`config.mk`:
```
export PLATFORM = sky130hd
export DESIGN_NAME = array_double_ended_queue
export DESIGN_NICKNAME = d
export VERILOG_FILES = /design/src/hw/rtl/adq_pkg.sv /design/src/hw/rtl/array_double_ended_queue.sv /design/src/hw/rtl/adq_ctrl.sv /design/src/hw/rtl/adq_dpath.sv
export SDC_FILE = /design/constraint.sdc
export NUM_CORES = 2
export LEC_CHECK = 0
export BUFFER_PORTS_ARGS = -buffer_cell sky130_fd_sc_hd__buf_2
export CORE_UTILIZATION = 25
export CTS_CLUSTER_DIAMETER = 120
export CTS_CLUSTER_SIZE = 28
export DETAILED_ROUTE_END_ITERATION = 8
export PLACE_DENSITY = 0.44
export REMOVE_ABC_BUFFERS = 1
export SYNTH_ARGS = -nofsm -noshare
export SYNTH_HDL_FRONTEND = slang
export SYNTH_SLANG_ARGS = --single-unit
```
`constraint.sdc`:
```
create_clock -name clk -period 4.69 [get_ports clk]
set_input_delay 0.7035 -clock clk [delete_from_list [all_inputs] [get_ports clk]]
set_output_delay 0.7035 -clock clk [all_outputs]
set_load 0.1 [all_outputs]
```
`src/hw/rtl/adq_pkg.sv`:
```
// ----------------------------------------------------------------------------
// adq_pkg
// Shared types and constants for the array double-ended queue.
// ----------------------------------------------------------------------------
package adq_pkg;

  localparam int DEPTH = 64;
  localparam int IDX_W = $clog2(DEPTH);
  localparam int CAP_W = 7;
  localparam logic [CAP_W-1:0] CAP_RESET = CAP_W'(64);

  typedef enum logic [2:0] {
    CMD_PUSH_REAR  = 3'd0,
    CMD_PUSH_FRONT = 3'd1,
    CMD_POP_FRONT  = 3'd2,
    CMD_POP_REAR   = 3'd3,
    CMD_PEEK_FRONT = 3'd4
  } adq_cmd_t;

  typedef enum logic [1:0] {
    ST_OK      = 2'd0,
    ST_NO_ROOM = 2'd1,
    ST_EMPTY   = 2'd2
  } adq_status_t;

  typedef enum logic {
    REG_CAPACITY = 1'b0
  } adq_reg_t;

  typedef struct packed {
    logic [2:0]         command;
    logic signed [31:0] value;
  } adq_in_t;

  typedef struct packed {
    logic signed [31:0] data;
    logic [1:0]         status;
  } adq_out_t;

  typedef struct packed {
    logic load;
    logic exec;
  } adq_cmd_bus_t;

endpackage

```
`src/hw/rtl/array_double_ended_queue.sv`:
```
// ----------------------------------------------------------------------------
// array_double_ended_queue
// Double-ended queue of signed 32-bit words in a fixed, non-circular array.
// ----------------------------------------------------------------------------
// Each command is taken when start is high and busy is low; the next cycle
// accesses the slot memory (whose read data is registered), and the cycle
// after that presents the result for one cycle with out_valid high. busy
// stays high from the acceptance until that result cycle ends, so no new
// command is taken before the result of the last one. The result is not
// held: the receiver must take it in the cycle out_valid is high. Write
// the capacity register only while busy is low.
module array_double_ended_queue
  import adq_pkg::*;
(
  input  logic        clk,
  input  logic        rst_n,
  input  logic        start,
  output logic        busy,
  input  adq_in_t     in_item,
  output logic        out_valid,
  output adq_out_t    out_item,
  input  logic        psel,
  input  logic        penable,
  input  logic        pwrite,
  input  logic [2:0]  paddr,
  input  logic [31:0] pwdata,
  output logic [31:0] prdata,
  output logic        pready
);

  adq_cmd_bus_t     dp_cmd;
  logic [CAP_W-1:0] capacity_r;
  adq_reg_t         reg_sel;

  assign pready  = 1'b1;
  assign reg_sel = adq_reg_t'(paddr[2]);

  always_ff @(posedge clk) begin
    if (!rst_n) begin
      capacity_r <= CAP_RESET;
    end else if (psel && penable && pwrite && reg_sel == REG_CAPACITY) begin
      capacity_r <= pwdata[CAP_W-1:0];
    end
  end

  always_comb begin
    prdata = '0;
    case (reg_sel)
      REG_CAPACITY: prdata = {{(32-CAP_W){1'b0}}, capacity_r};
      default:      prdata = '0;
    endcase
  end

  adq_ctrl u_ctrl (
    .clk       (clk),
    .rst_n     (rst_n),
    .start     (start),
    .busy      (busy),
    .out_valid (out_valid),
    .dp_cmd    (dp_cmd)
  );

  adq_dpath u_dpath (
    .clk      (clk),
    .rst_n    (rst_n),
    .dp_cmd   (dp_cmd),
    .in_item  (in_item),
    .capacity (capacity_r),
    .out_item (out_item)
  );

endmodule

```
`src/hw/rtl/adq_ctrl.sv`:
```
// ----------------------------------------------------------------------------
// adq_ctrl
// Command sequencer: accept, slot access, result strobe.
// ----------------------------------------------------------------------------
module adq_ctrl
  import adq_pkg::*;
(
  input  logic         clk,
  input  logic         rst_n,
  input  logic         start,
  output logic         busy,
  output logic         out_valid,
  output adq_cmd_bus_t dp_cmd
);

  typedef enum logic [1:0] {
    S_IDLE,
    S_EXEC,
    S_RESP
  } state_t;

  state_t state_r, state_nxt;
  logic   out_valid_r, out_valid_nxt;

  always_comb begin
    state_nxt     = state_r;
    out_valid_nxt = 1'b0;
    case (state_r)
      S_IDLE: begin
        if (start) state_nxt = S_EXEC;
      end
      S_EXEC: begin
        state_nxt     = S_RESP;
        out_valid_nxt = 1'b1;
      end
      S_RESP: begin
        state_nxt = S_IDLE;
      end
      default: begin
        state_nxt = S_IDLE;
      end
    endcase
  end

  always_ff @(posedge clk) begin
    if (!rst_n) begin
      state_r     <= S_IDLE;
      out_valid_r <= 1'b0;
    end else begin
      state_r     <= state_nxt;
      out_valid_r <= out_valid_nxt;
    end
  end

  assign busy        = (state_r != S_IDLE);
  assign out_valid   = out_valid_r;
  assign dp_cmd.load = start && (state_r == S_IDLE);
  assign dp_cmd.exec = (state_r == S_EXEC);

endmodule

```
`src/hw/rtl/adq_dpath.sv`:
```
// ----------------------------------------------------------------------------
// adq_dpath
// Queue datapath: slot memory, front and rear indices, result register.
// ----------------------------------------------------------------------------
module adq_dpath
  import adq_pkg::*;
(
  input  logic             clk,
  input  logic             rst_n,
  input  adq_cmd_bus_t     dp_cmd,
  input  adq_in_t          in_item,
  input  logic [CAP_W-1:0] capacity,
  output adq_out_t         out_item
);

  logic [31:0]      mem [DEPTH];
  logic [2:0]       cmd_r;
  logic [31:0]      value_r;
  logic [IDX_W-1:0] front_r, front_nxt;
  logic [IDX_W-1:0] rear_r, rear_nxt;
  logic             empty_r, empty_nxt;
  logic [31:0]      rd_data_r;
  logic             rd_sel_r, rd_sel_nxt;
  adq_status_t      status_r, status_nxt;
  logic             wr_en;
  logic [IDX_W-1:0] wr_addr;
  logic [IDX_W-1:0] rd_addr;
  logic [CAP_W-1:0] eff_cap;
  logic [IDX_W:0]   rear_inc;

  always_comb begin
    eff_cap = capacity;
    if (capacity == '0) eff_cap = CAP_W'(1);
    if ({{(32-CAP_W){1'b0}}, capacity} > 32'(DEPTH)) eff_cap = CAP_W'(DEPTH);
  end

  assign rear_inc = {1'b0, rear_r} + (IDX_W+1)'(1);

  always_comb begin
    front_nxt  = front_r;
    rear_nxt   = rear_r;
    empty_nxt  = empty_r;
    status_nxt = ST_OK;
    rd_sel_nxt = 1'b0;
    wr_en      = 1'b0;
    wr_addr    = rear_r;
    rd_addr    = front_r;
    case (cmd_r)
      CMD_PUSH_REAR: begin
        if (empty_r) begin
          wr_en     = 1'b1;
          wr_addr   = '0;
          front_nxt = '0;
          rear_nxt  = '0;
          empty_nxt = 1'b0;
        end else if (32'(rear_inc) >= 32'(eff_cap)) begin
          status_nxt = ST_NO_ROOM;
        end else begin
          wr_en    = 1'b1;
          wr_addr  = rear_inc[IDX_W-1:0];
          rear_nxt = rear_inc[IDX_W-1:0];
        end
      end
      CMD_PUSH_FRONT: begin
        if (empty_r) begin
          wr_en     = 1'b1;
          wr_addr   = '0;
          front_nxt = '0;
          rear_nxt  = '0;
          empty_nxt = 1'b0;
        end else if (front_r == '0) begin
          status_nxt = ST_NO_ROOM;
        end else begin
          wr_en     = 1'b1;
          wr_addr   = front_r - IDX_W'(1);
          front_nxt = front_r - IDX_W'(1);
        end
      end
      CMD_POP_FRONT: begin
        if (empty_r) begin
          status_nxt = ST_EMPTY;
        end else begin
          rd_sel_nxt = 1'b1;
          rd_addr    = front_r;
          if (front_r >= rear_r) begin
            front_nxt = '0;
            rear_nxt  = '0;
            empty_nxt = 1'b1;
          end else begin
            front_nxt = front_r + IDX_W'(1);
          end
        end
      end
      CMD_POP_REAR: begin
        if (empty_r) begin
          status_nxt = ST_EMPTY;
        end else begin
          rd_sel_nxt = 1'b1;
          rd_addr    = rear_r;
          if (rear_r <= front_r) begin
            front_nxt = '0;
            rear_nxt  = '0;
            empty_nxt = 1'b1;
          end else begin
            rear_nxt = rear_r - IDX_W'(1);
          end
        end
      end
      CMD_PEEK_FRONT: begin
        if (empty_r) begin
          status_nxt = ST_EMPTY;
        end else begin
          rd_sel_nxt = 1'b1;
          rd_addr    = front_r;
        end
      end
      default: begin
      end
    endcase
  end

  always_ff @(posedge clk) begin
    if (dp_cmd.exec && wr_en) mem[wr_addr] <= value_r;
    if (dp_cmd.exec) rd_data_r <= mem[rd_addr];
  end

  always_ff @(posedge clk) begin
    if (dp_cmd.load) begin
      cmd_r   <= in_item.command;
      value_r <= in_item.value;
    end
  end

  always_ff @(posedge clk) begin
    if (!rst_n) begin
      front_r  <= '0;
      rear_r   <= '0;
      empty_r  <= 1'b1;
      rd_sel_r <= 1'b0;
      status_r <= ST_OK;
    end else if (dp_cmd.exec) begin
      front_r  <= front_nxt;
      rear_r   <= rear_nxt;
      empty_r  <= empty_nxt;
      rd_sel_r <= rd_sel_nxt;
      status_r <= status_nxt;
    end
  end

  assign out_item.data   = rd_sel_r ? rd_data_r : 32'sd0;
  assign out_item.status = status_r;

endmodule

```
==> impl_metrics.py <==
metrics = {
    "drt": {
        "ant_nets": 0,
        "num_vias": 49005,
        "wl_per_cell_um": 29.8,
        "totalWireLength_um": 294000,
        "drcViolationCount": 0,
        "drtPass1Iterations": 8,
        "routed_via_density": 4.96,
        "drt_iter0_drc": 6073,
    },
    "global_route": {
        "grt_max_degree": 80,
        "top_usage_layer": "met2",
        "use_met3": 0.0161,
        "grt_pass1_wl_um": 402000,
        "grt.total_usage": 0.169,
        "grt.overflow.total": 0,
        "grt_pass1_vias": 47141,
        "use_met1": 0.241,
        "grtUsageMet2": 0.282,
        "antenna_found_initial": 23,
    },
    "logic_synthesis": {
        "muxShareOfSynthArea": 0.0694,
        "synthSimpleGateAreaFrac": 0.0536,
        "syn_area_per_cell_um2": 16.3,
        "yosys-top-cells-count": "edfxtp_1 (2115), nand2_1 (661), a21oi_1 (387), mux2i_1 (326), nor2_1 (140)",
        "synth_top_area_share": 0.759,
        "ys_types": 81,
        "yosysMostFrequentCell": "edfxtp_1",
        "synthCells": 5128,
        "synth_area_leaders": "edfxtp_1 (76%), mux2i_1 (3.9%), nand2_1 (3.0%)",
        "synthAdderAreaFrac": 0.00254,
        "syn_area_um2": 83700,
        "yosys.area.top_type": "edfxtp_1",
        "ys_warn_count": 0,
        "synth_compound_area_frac": 0.0854,
        "synthArstFlopShare": 0,
        "ys_ff_latch": 2141,
        "synth_edf_count": 2115,
        "synth-xor-area-share": 0.000837,
        "synth_top_family_by_area": "compound AO/OA/AOI/OAI gates",
        "seq_area_frac_synth": 0.765,
        "synth_ff_type": "edfxtp_1",
    },
    "clock_network": {
        "numCtsBuffers": 88,
        "clockBufferDepth": 3,
        "htreeDepth": 3,
        "clock-sinks": 2141,
        "ctsResizeCount": 0,
        "hold_buffers": 0,
        "clockRootBuffer": "clkbuf_16",
        "insertion_delay_ns": 0.79,
        "post_cts_buffers": 0,
        "clkSlewWorstSetupHoldPaths_ns": 0.11,
        "tritoncts": "done",
    },
    "timing": {
        "slew_viol_final": 0,
        "period_needed_ns": 4.53,
        "rsz0062_at_grt": "false",
        "timing.final.crit_share": 0.966,
        "worst_slack_ns": 0.158,
        "setup_violations": 0,
        "tightestPinTransition_ns": 1.21,
        "max_freq_ghz": 0.221,
        "hold_ws_ns": 0.0955,
        "relSlewSlack": 0.188,
        "hold_viol": 0,
        "finClkSkew_ns": 0.0562,
        "fin_setup_tns_ns": 0,
    },
    "pwr": {
        "p_int_mw": 24.8,
        "pwr-share-clk": 0.304,
        "power.switching_mw": 6.61,
        "pwr-share-comb": 0.023,
        "seqPwrFrac": 0.672,
        "totalPowerFinal_mw": 31.4,
        "peakVddDrop_v": 0.000271,
        "power.density_nw_per_um2": 326,
        "p_leak_nw": 31.0,
        "swShare": 0.211,
    },
    "finish": {
        "fin_area_um2": 96300,
        "drive_gt1_frac": 0.163,
        "nets": 5562,
        "stdcell_count": 9871,
        "postLayoutCoreUtil": 0.289,
        "multi_input_area_um2": 18500,
        "areaGrowthSynthToFinish_pct": 15.0,
        "ff_latch_area_um2": 64000,
        "nFillCells": 33040,
    },
    "setup_path": {
        "critPathTopFamily": "compound AO/OA/AOI/OAI gates",
        "required_ns": 5.15,
        "rr_worst_depth": 12,
        "r2r-end": "u_dpath.mem[19][8]$_DFFE_PP_",
        "endpoint_kind": "flip-flop",
        "path_buf_inv": 2,
        "startpoint": "u_dpath.rear_r[3]$_SDFFE_PN0P_",
        "worst-path-max-fanout": 11,
        "worstPathArrival_ns": 4.99,
        "r2r-start": "u_dpath.rear_r[3]$_SDFFE_PN0P_",
        "start_kind": "flip-flop",
        "cp_cell_sequence": "nand3_1 > xnor2_1 > ha_1 > a21o_1 > a221oi_2 > o21ai_1 > o311ai_1 > o311ai_1 > or3_1 > buf_4 > nor2_4 > buf_4",
        "worst-path-stages": 12,
        "critPathSlowestCell": "dfxtp_1",
        "criticalPathCategory": "flip-flop to flip-flop",
        "critical-path-max-stage-delay_ns": 0.58,
        "crit_end": "u_dpath.mem[19][8]$_DFFE_PP_",
        "r2r_slack_ns": 0.16,
    },
    "floorplan": {
        "fp.dieW_um": 581,
        "core_um2": 333000,
        "die-area_um2": 337000,
        "die_y_um": 581,
        "rows": 212,
        "start_util": 0.251,
        "pin_count": 145,
    },
    "place": {
        "place.gp.congestion": 0.812,
        "dp.cells": 9766,
        "place_area_um2": 93800,
        "dp_hpwl_um": 180000,
        "dpl_worst_slack_ns": 0.156,
        "io_buffers": 91,
    },
    "flow_run": {
        "maxCapViolations": 0,
    },
    "min_path": {
        "min_path_type": "input pin to flip-flop",
    },
    "status": {
        "status": "completed",
    },
}
## power by group through the flow
stage | registers, mW | clock network [mW] | logic [mW]
after floorplan | 21.7 | 0 | 0.181
after global placement | 21.5 | 0 | 0.720
after detailed placement | 21.5 | 0 | 0.740
after CTS | 21.1 | 9.79 | 0.739
after global routing | 21.1 | 10.3 | 0.764
final | 21.1 | 9.55 | 0.730
## area by class of cell
class	instances	share of cell area
multi-input combinational	2654	0.193
antenna	3	0.0000780
timing repair buffer	569	0.0592
tap	4387	0.0570
clock inverter	8	0.00105
inverter	15	0.000585
sequential	2141	0.665
clock buffer	94	0.0242
## worst min-delay path by stage
stage	startpoint	to	slack, ns	depth (start not counted)
6_report	in_item[13]	u_dpath.value_r[13]$_DFFE_PP_	0.1	1
5_1_grt	in_item[30]	u_dpath.value_r[30]$_DFFE_PP_	0.04	1
4_1_cts	in_item[13]	u_dpath.value_r[13]$_DFFE_PP_	0.03	1
3_5_place_dp	u_dpath.status_r[0]$_SDFFE_PN0P_	u_dpath.status_r[0]$_SDFFE_PN0P_	0.50	2
3_3_place_gp	u_dpath.status_r[0]$_SDFFE_PN0P_	u_dpath.status_r[0]$_SDFFE_PN0P_	0.50	2
2_1_floorplan	capacity_r[0]$_SDFFE_PN0P_	capacity_r[0]$_SDFFE_PN0P_	0.48	2
## routing by layer
metal | part of all wire | wire, um
met2 | 0.48 | 141000
met5 | 0 | 0
met3 | 0.053 | 15700
met1 | 0.45 | 132000
met4 | 0.018 | 5240
## cell usage in the layout (no fill, tap or decap), types with 15 or more instances in the layout
master,instances
nand2_1,659
a221oi_1,87
nor3_1,65
buf_4,346
mux2i_1,321
edfxtp_1,2115
o221ai_1,54
conb_1,26
nand3_1,73
a211oi_1,17
clkbuf_16,93
buf_2,91
mux4_2,107
ha_1,17
a22o_1,17
dfxtp_1,25
buf_12,132
a2111oi_0,28
o21ai_1,46
a31oi_1,38
nor2_1,73
o21ai_0,129
o22ai_1,99
and2_1,38
nor2_4,68
a32oi_1,28
nor4_1,16
a22oi_1,46
o311ai_1,15
a21oi_1,387
## state kept, by name, summed over array words and instances (netlist names)
signal,count
u_dpath.empty_r,1
u_dpath.rd_data_r,32
u_dpath.rear_r,6
u_dpath.rd_sel_r,1
u_dpath.cmd_r,3
u_ctrl.state_r,2
u_ctrl.out_valid,1
capacity_r,7
u_dpath.mem,2048
u_dpath.value_r,32
u_dpath.front_r,6
u_dpath.status_r,2
## worst reg2reg max path, delay by kind of cell, from the launching register on
kind	cells	cell delay, ns
AO/OA/AOI/OAI	5	1.62
XOR/XNOR	1	0.24
adder cells (fa/ha/maj)	1	0.27
buffers and inverters	2	0.54
flip-flops	1	0.58
AND/OR/NAND/NOR	3	0.97
## cells by family (layout without fill, tap and decap cells)
kind of cell	after synthesis	in the layout
DFF	2141	2141
buffers and inverters	357	686
muxes	442	442
AOI/OAI and AO/OA	1100	1100
and+or+nand+nor	1061	1061
xor gates and xnor gates	8	8
other	2	29
adders and majority gates	17	17
No activity file was read; power rests on OpenSTA's default activity.
